`src/rtl/core/apm_pkg.sv`:
```
// Shared types, constants and helpers for the all-pairs shortest path core.
package apm_pkg;

  localparam int MAX_NODES   = 64;
  localparam int DIST_BITS   = 24;
  localparam int WEIGHT_BITS = 16;
  localparam int NODE_W      = $clog2(MAX_NODES);
  localparam int NC_W        = 7;
  localparam int DRAIN_CYC   = MAX_NODES + 3;
  localparam int DRAIN_W     = $clog2(DRAIN_CYC + 1);

  localparam logic [DIST_BITS-1:0] DIST_ALL1 = {DIST_BITS{1'b1}};

  typedef enum logic [1:0] {
    OP_CLEAR = 2'd0,
    OP_ADD   = 2'd1,
    OP_RUN   = 2'd2,
    OP_READ  = 2'd3
  } op_e;

  typedef enum logic [3:0] {
    ST_IDLE,
    ST_CLEAR,
    ST_ADD,
    ST_RD_ISSUE,
    ST_RD_DATA,
    ST_RUN_COL,
    ST_RUN_LATCH,
    ST_RUN_FEED,
    ST_RUN_DRAIN,
    ST_FINISH
  } state_e;

  // One element of row k travelling down the chain.
  typedef struct packed {
    logic                 vld;
    logic [NODE_W-1:0]    col;
    logic [DIST_BITS-1:0] dkj;
  } tok_t;

  typedef struct packed {
    logic                 ovr_en;
    logic [NODE_W-1:0]    ovr_addr;
    logic                 wr_en;
    logic [NODE_W-1:0]    wr_addr;
    logic [DIST_BITS-1:0] wr_data;
    logic                 latch_dik;
    logic                 upd_en;
  } cell_ctl_t;

  function automatic logic [DIST_BITS-1:0] sat_add(input logic [DIST_BITS-1:0] a,
                                                   input logic [DIST_BITS-1:0] b);
    logic [DIST_BITS:0] s;
    s = {1'b0, a} + {1'b0, b};
    if (a == DIST_ALL1 || b == DIST_ALL1 || s >= {1'b0, DIST_ALL1}) begin
      return DIST_ALL1;
    end
    return s[DIST_BITS-1:0];
  endfunction

endpackage

```
`src/rtl/core/apm_ram.sv`:
```
// Generic single-write, single-read RAM with registered read data.
module apm_ram #(
  parameter int WIDTH = 24,
  parameter int DEPTH = 64
) (
  input  logic                     clk_i,
  input  logic                     we_i,
  input  logic [$clog2(DEPTH)-1:0] waddr_i,
  input  logic [WIDTH-1:0]         wdata_i,
  input  logic [$clog2(DEPTH)-1:0] raddr_i,
  output logic [WIDTH-1:0]         rdata_o
);

  logic [WIDTH-1:0] mem_q [DEPTH];
  logic [WIDTH-1:0] rdata_q;

  always_ff @(posedge clk_i) begin
    if (we_i) begin
      mem_q[waddr_i] <= wdata_i;
    end
    rdata_q <= mem_q[raddr_i];
  end

  assign rdata_o = rdata_q;

endmodule

```
`src/rtl/core/apm_cell.sv`:
```
// One chain cell: holds one matrix row and relaxes it against the passing row k.
module apm_cell (
  input  logic                          clk_i,
  input  logic                          rst_ni,
  input  apm_pkg::cell_ctl_t            ctl_i,
  input  apm_pkg::tok_t                 tok_i,
  output apm_pkg::tok_t                 tok_o,
  output logic [apm_pkg::DIST_BITS-1:0] rdata_o
);
  import apm_pkg::*;

  tok_t                 hold_q;
  logic [DIST_BITS-1:0] dik_q;
  logic [DIST_BITS-1:0] rdata;
  logic [DIST_BITS-1:0] via;
  logic [NODE_W-1:0]    raddr;
  logic                 we;
  logic [NODE_W-1:0]    waddr;
  logic [DIST_BITS-1:0] wdata;
  logic                 upd;

  assign raddr = ctl_i.ovr_en ? ctl_i.ovr_addr : tok_i.col;
  assign via   = sat_add(dik_q, hold_q.dkj);
  // rdata here is D[i][j] for the token now held
  assign upd   = hold_q.vld && ctl_i.upd_en && (via < rdata);

  always_comb begin
    we    = ctl_i.wr_en;
    waddr = ctl_i.wr_addr;
    wdata = ctl_i.wr_data;
    if (upd) begin
      we    = 1'b1;
      waddr = hold_q.col;
      wdata = via;
    end
  end

  apm_ram #(
    .WIDTH(DIST_BITS),
    .DEPTH(MAX_NODES)
  ) u_row (
    .clk_i   (clk_i),
    .we_i    (we),
    .waddr_i (waddr),
    .wdata_i (wdata),
    .raddr_i (raddr),
    .rdata_o (rdata)
  );

  always_ff @(posedge clk_i or negedge rst_ni) begin
    if (!rst_ni) begin
      hold_q <= '0;
    end else begin
      hold_q <= tok_i;
    end
  end

  always_ff @(posedge clk_i) begin
    if (ctl_i.latch_dik) begin
      dik_q <= rdata;
    end
  end

  assign tok_o   = hold_q;
  assign rdata_o = rdata;

endmodule

```
`config.mk`:
```
export PLATFORM = sky130hd
export DESIGN_NAME = apm_cell
export DESIGN_NICKNAME = d
export VERILOG_FILES = /design/src/rtl/core/apm_pkg.sv /design/src/rtl/core/apm_ram.sv /design/src/rtl/core/apm_cell.sv
export SDC_FILE = /design/constraint.sdc
export NUM_CORES = 2
export LEC_CHECK = 0
export BUFFER_PORTS_ARGS = -buffer_cell sky130_fd_sc_hd__buf_2
export CORE_UTILIZATION = 50
export DETAILED_ROUTE_END_ITERATION = 12
export PLACE_DENSITY = 0.66
export SLEW_MARGIN = 10
export SYNTH_ARGS = -nofsm -noshare
export SYNTH_HDL_FRONTEND = slang
export SYNTH_SLANG_ARGS = --single-unit
export TNS_END_PERCENT = 30
```
`constraint.sdc`:
```
create_clock -name clk_i -period 7.3 [get_ports clk_i]
set_input_delay 1.095 -clock clk_i [delete_from_list [all_inputs] [get_ports clk_i]]
set_output_delay 1.095 -clock clk_i [all_outputs]
set_load 0.005 [all_outputs]
```
==> impl_metrics.ini <==
[global_routing]
use_met3_pct = 6.10
grt.met1_usage_pct = 39.0
grtUsageTotal_pct = 26.0
top_usage_layer = met1
grt_pass1_wl_um = 242000
antenna_found_initial = 14
grt_overflow_total = 0
grt_max_degree = 108
grt_pass1_vias = 33300
use_met2_pct = 38.3

[layout]
final_cell_mix = 1,560 x edfxtp_1, 383 x mux4_2, 352 x nand2_1
fillers = 9371
fin_cells = 5437
multi_input_area_sq_um = 16500
layout.nets = 3698
ff_latch_area_sq_um = 48100
drive_gt1_share_pct = 26.4
areaGrowthSynthToFinish_pct = 14.2
final_common_cell = edfxtp_1

[yosys]
yosys_warnings = 0
syn_inst = 3342
ys_ff_latch = 1615
avgSynthCellArea_sq_um = 19.4
syn-cell-area_sq_um = 64800
ys_seq_area_share_pct = 74.3
postSynth.asyncResetShare_pct = 1.92
synth_ff_type = edfxtp_1
synth_cell_type_count = 64
mappedNetlistNets = 3463
synth-edff-count = 1560

[detailed_routing]
vias = 34400
drc = 0
via_per_inst = 6.32
drtAntennaViolNets = 0
finalWirelength_um = 170000
drt_pass1_iterations = 6
drt-initial-drc-count = 4506
post_drt_wl_per_cell_um = 31.2

[setup_path]
reg2reg_depth = 16
start_kind = register
r2r_setup_slack_ps = 700
crit_arrival_ps = 7000
required_ps = 7710
worst-path-max-fanout = 36
path_cells = ha_1, fa_1, a211oi_1, o211ai_1, a2111oi_1, o211ai_1, a41oi_1, mux2i_1, ha_1, nand3_1, nor3_1, nand3_1, o221a_2, nand2_4, buf_4, mux2_2
end_kind = register
crit_type = register to register
cpPeakStageDelay_ps = 980
critPathSlowestCell = buf_4

[die]
coreArea_sq_um = 128000
die_w_um = 362
dieArea_sq_um = 131000
core.rowCount = 131
pin_count = 128
initial_core_util_pct = 50.6
die_y_um = 362

[clocking]
cts_tree = done
cts_sinks = 1615
path_clk_slew_ps = 60
holdBufCountCts = 0
root_buffer = clkbuf_16
post_cts_buffers = 0
htreeDepth = 4
insertion_delay_ps = 790
cts_buffer_depth = 3
cts_buffers = 161
post_cts_resized = 0

[placement]
dpl.hpwl_um = 102000
place.gp.congestion = 0.931
dp.cells = 5143
dp_worst_setup_slack_ps = 771
port_buffers = 127

[timing]
period_share_pct = 90.4
slew_violations = 0
rsz0062_at_grt = no
fmax_ghz = 0.152
slew_headroom_pct = 18.1
worst_slew_pin_slew_ps = 1220
whs_ps = 409
period_minus_slack_ps = 6600
finalSetupTns_ps = 0
fin_ws_ps = 704
finClkSkew_ps = 25.6
finalSetupViolCount = 0
finalHoldViolCount = 0

[min_path]
min-delay-path-class = primary input to register
holdPathStages = 1

[job]
drv_cap = 0

[power_and_ir_drop]
leakage_nw = 23.6
peakVddDrop_uv = 222
powerDensity_nw_per_um2 = 288

[status]
status = finished, final reports clean
[flip-flops by register name, indices dropped and copies added (netlist names)]
name,count
tok_o,31
dik_q,24
u_row.mem_q,1536
u_row.rdata_o,24
[final cells by class]
type,count,area share [%]
Timing Repair Buffer,269,2.62
Antenna cell,2,0.00677
Sequential cell,1615,65.0
Inverter,34,0.173
Multi-Input combinational cell,1496,22.3
Tap cell,1729,2.92
Clock buffer,207,5.85
Clock inverter,85,1.14
[layer usage]
layer | vias up | routed length (um)
li1 | 14200 | -
met3 | 232 | 18300
met1 | 18100 | 70200
met2 | 1874 | 76500
met4 | 14 | 4380
met5 | - | 96
[cells by family after synthesis]
family	count (synthesis)	synth area share (%)
AOI/OAI and AO/OA	376	4.05
and+or+nand+nor	582	4.09
xor gates and xnor gates	14	0.189
DFF	1615	74.3
adders and majority gates	48	0.939
muxes	476	14.8
buffers and inverters	231	1.66
[cell usage after synthesis (all sizes together) (2+ instances only)]
| cell | number | share of area [%] |
|---|---|---|
| edfxtp | 1560 | 72 |
| mux4 | 383 | 13 |
| nand2 | 353 | 2.0 |
| a211oi | 128 | 1.5 |
| clkbuf | 102 | 0.59 |
| and2 | 98 | 0.95 |
| buf | 95 | 0.87 |
| a21oi | 73 | 0.56 |
| mux2i | 67 | 1.0 |
| a31oi | 51 | 0.49 |
| a311oi | 49 | 0.66 |
| ha | 47 | 0.91 |
| nor2 | 44 | 0.25 |
| inv | 34 | 0.20 |
| dfrtp | 31 | 1.2 |
| mux2 | 26 | 0.46 |
| dfxtp | 24 | 0.74 |
| nand4 | 17 | 0.16 |
| o21ai | 17 | 0.13 |
| a21o | 14 | 0.16 |
| nor3 | 14 | 0.11 |
| nand3 | 11 | 0.085 |
| o211ai | 10 | 0.12 |
| o21a | 10 | 0.12 |
| nand2b | 9 | 0.087 |
| xor2 | 8 | 0.11 |
| xnor2 | 6 | 0.081 |
| and3 | 5 | 0.048 |
| nor2b | 5 | 0.048 |
| nor3b | 5 | 0.058 |
| and4 | 4 | 0.054 |
| a211o | 3 | 0.041 |
| a21boi | 3 | 0.035 |
| a2bb2oi | 3 | 0.041 |
| nand3b | 3 | 0.035 |
| nor4 | 3 | 0.029 |
| or3 | 3 | 0.029 |
| a2111oi | 2 | 0.029 |
| a221oi | 2 | 0.027 |
| a32oi | 2 | 0.027 |
| and3b | 2 | 0.027 |
| or2 | 2 | 0.019 |
[report_power, final]
group	total, mW	switching, mW	internal [mW]
sequential	10.7	0.0876	10.6
clock	8.12	3.43	4.69
combinational	2.47	1.69	0.788
[critical path: cells and delay by family (launching register included)]
family / cells / cell delay (ps)
compound gates: 6 / 1980
mux: 2 / 940
flops: 1 / 410
buf+inv: 1 / 980
simple gates: 4 / 860
fa+ha+maj: 3 / 990
[metrics by stage]
| stage | area, sq um | total power [mW] | util [%] |
|---|---|---|---|
| 3_3_place_gp | 68800 | 13.3 | 53.7 |
| 2_1_floorplan | 64800 | 12.2 | - |
| 3_5_place_dp | 68800 | 13.4 | 53.7 |
| 4_1_cts | 74000 | 21.4 | 57.8 |
| 6_report | 74000 | 21.3 | 57.8 |
| 5_1_grt | 74000 | 21.9 | 57.8 |
[final timing paths]
| kind | end | startpoint |
|---|---|---|
| max | u_row.mem_q[43][6] | tok_o[0] |
| max reg2reg | u_row.mem_q[43][6] | tok_o[0] |
| max in group asynchronous | tok_o[25] | rst_ni |
| min reg2reg | dik_q[6] | u_row.rdata_o[6] |
| min in group asynchronous | tok_o[30] | rst_ni |
| min | tok_o[9] | tok_i[9] |
No activity file was read; power rests on OpenSTA's default activity.
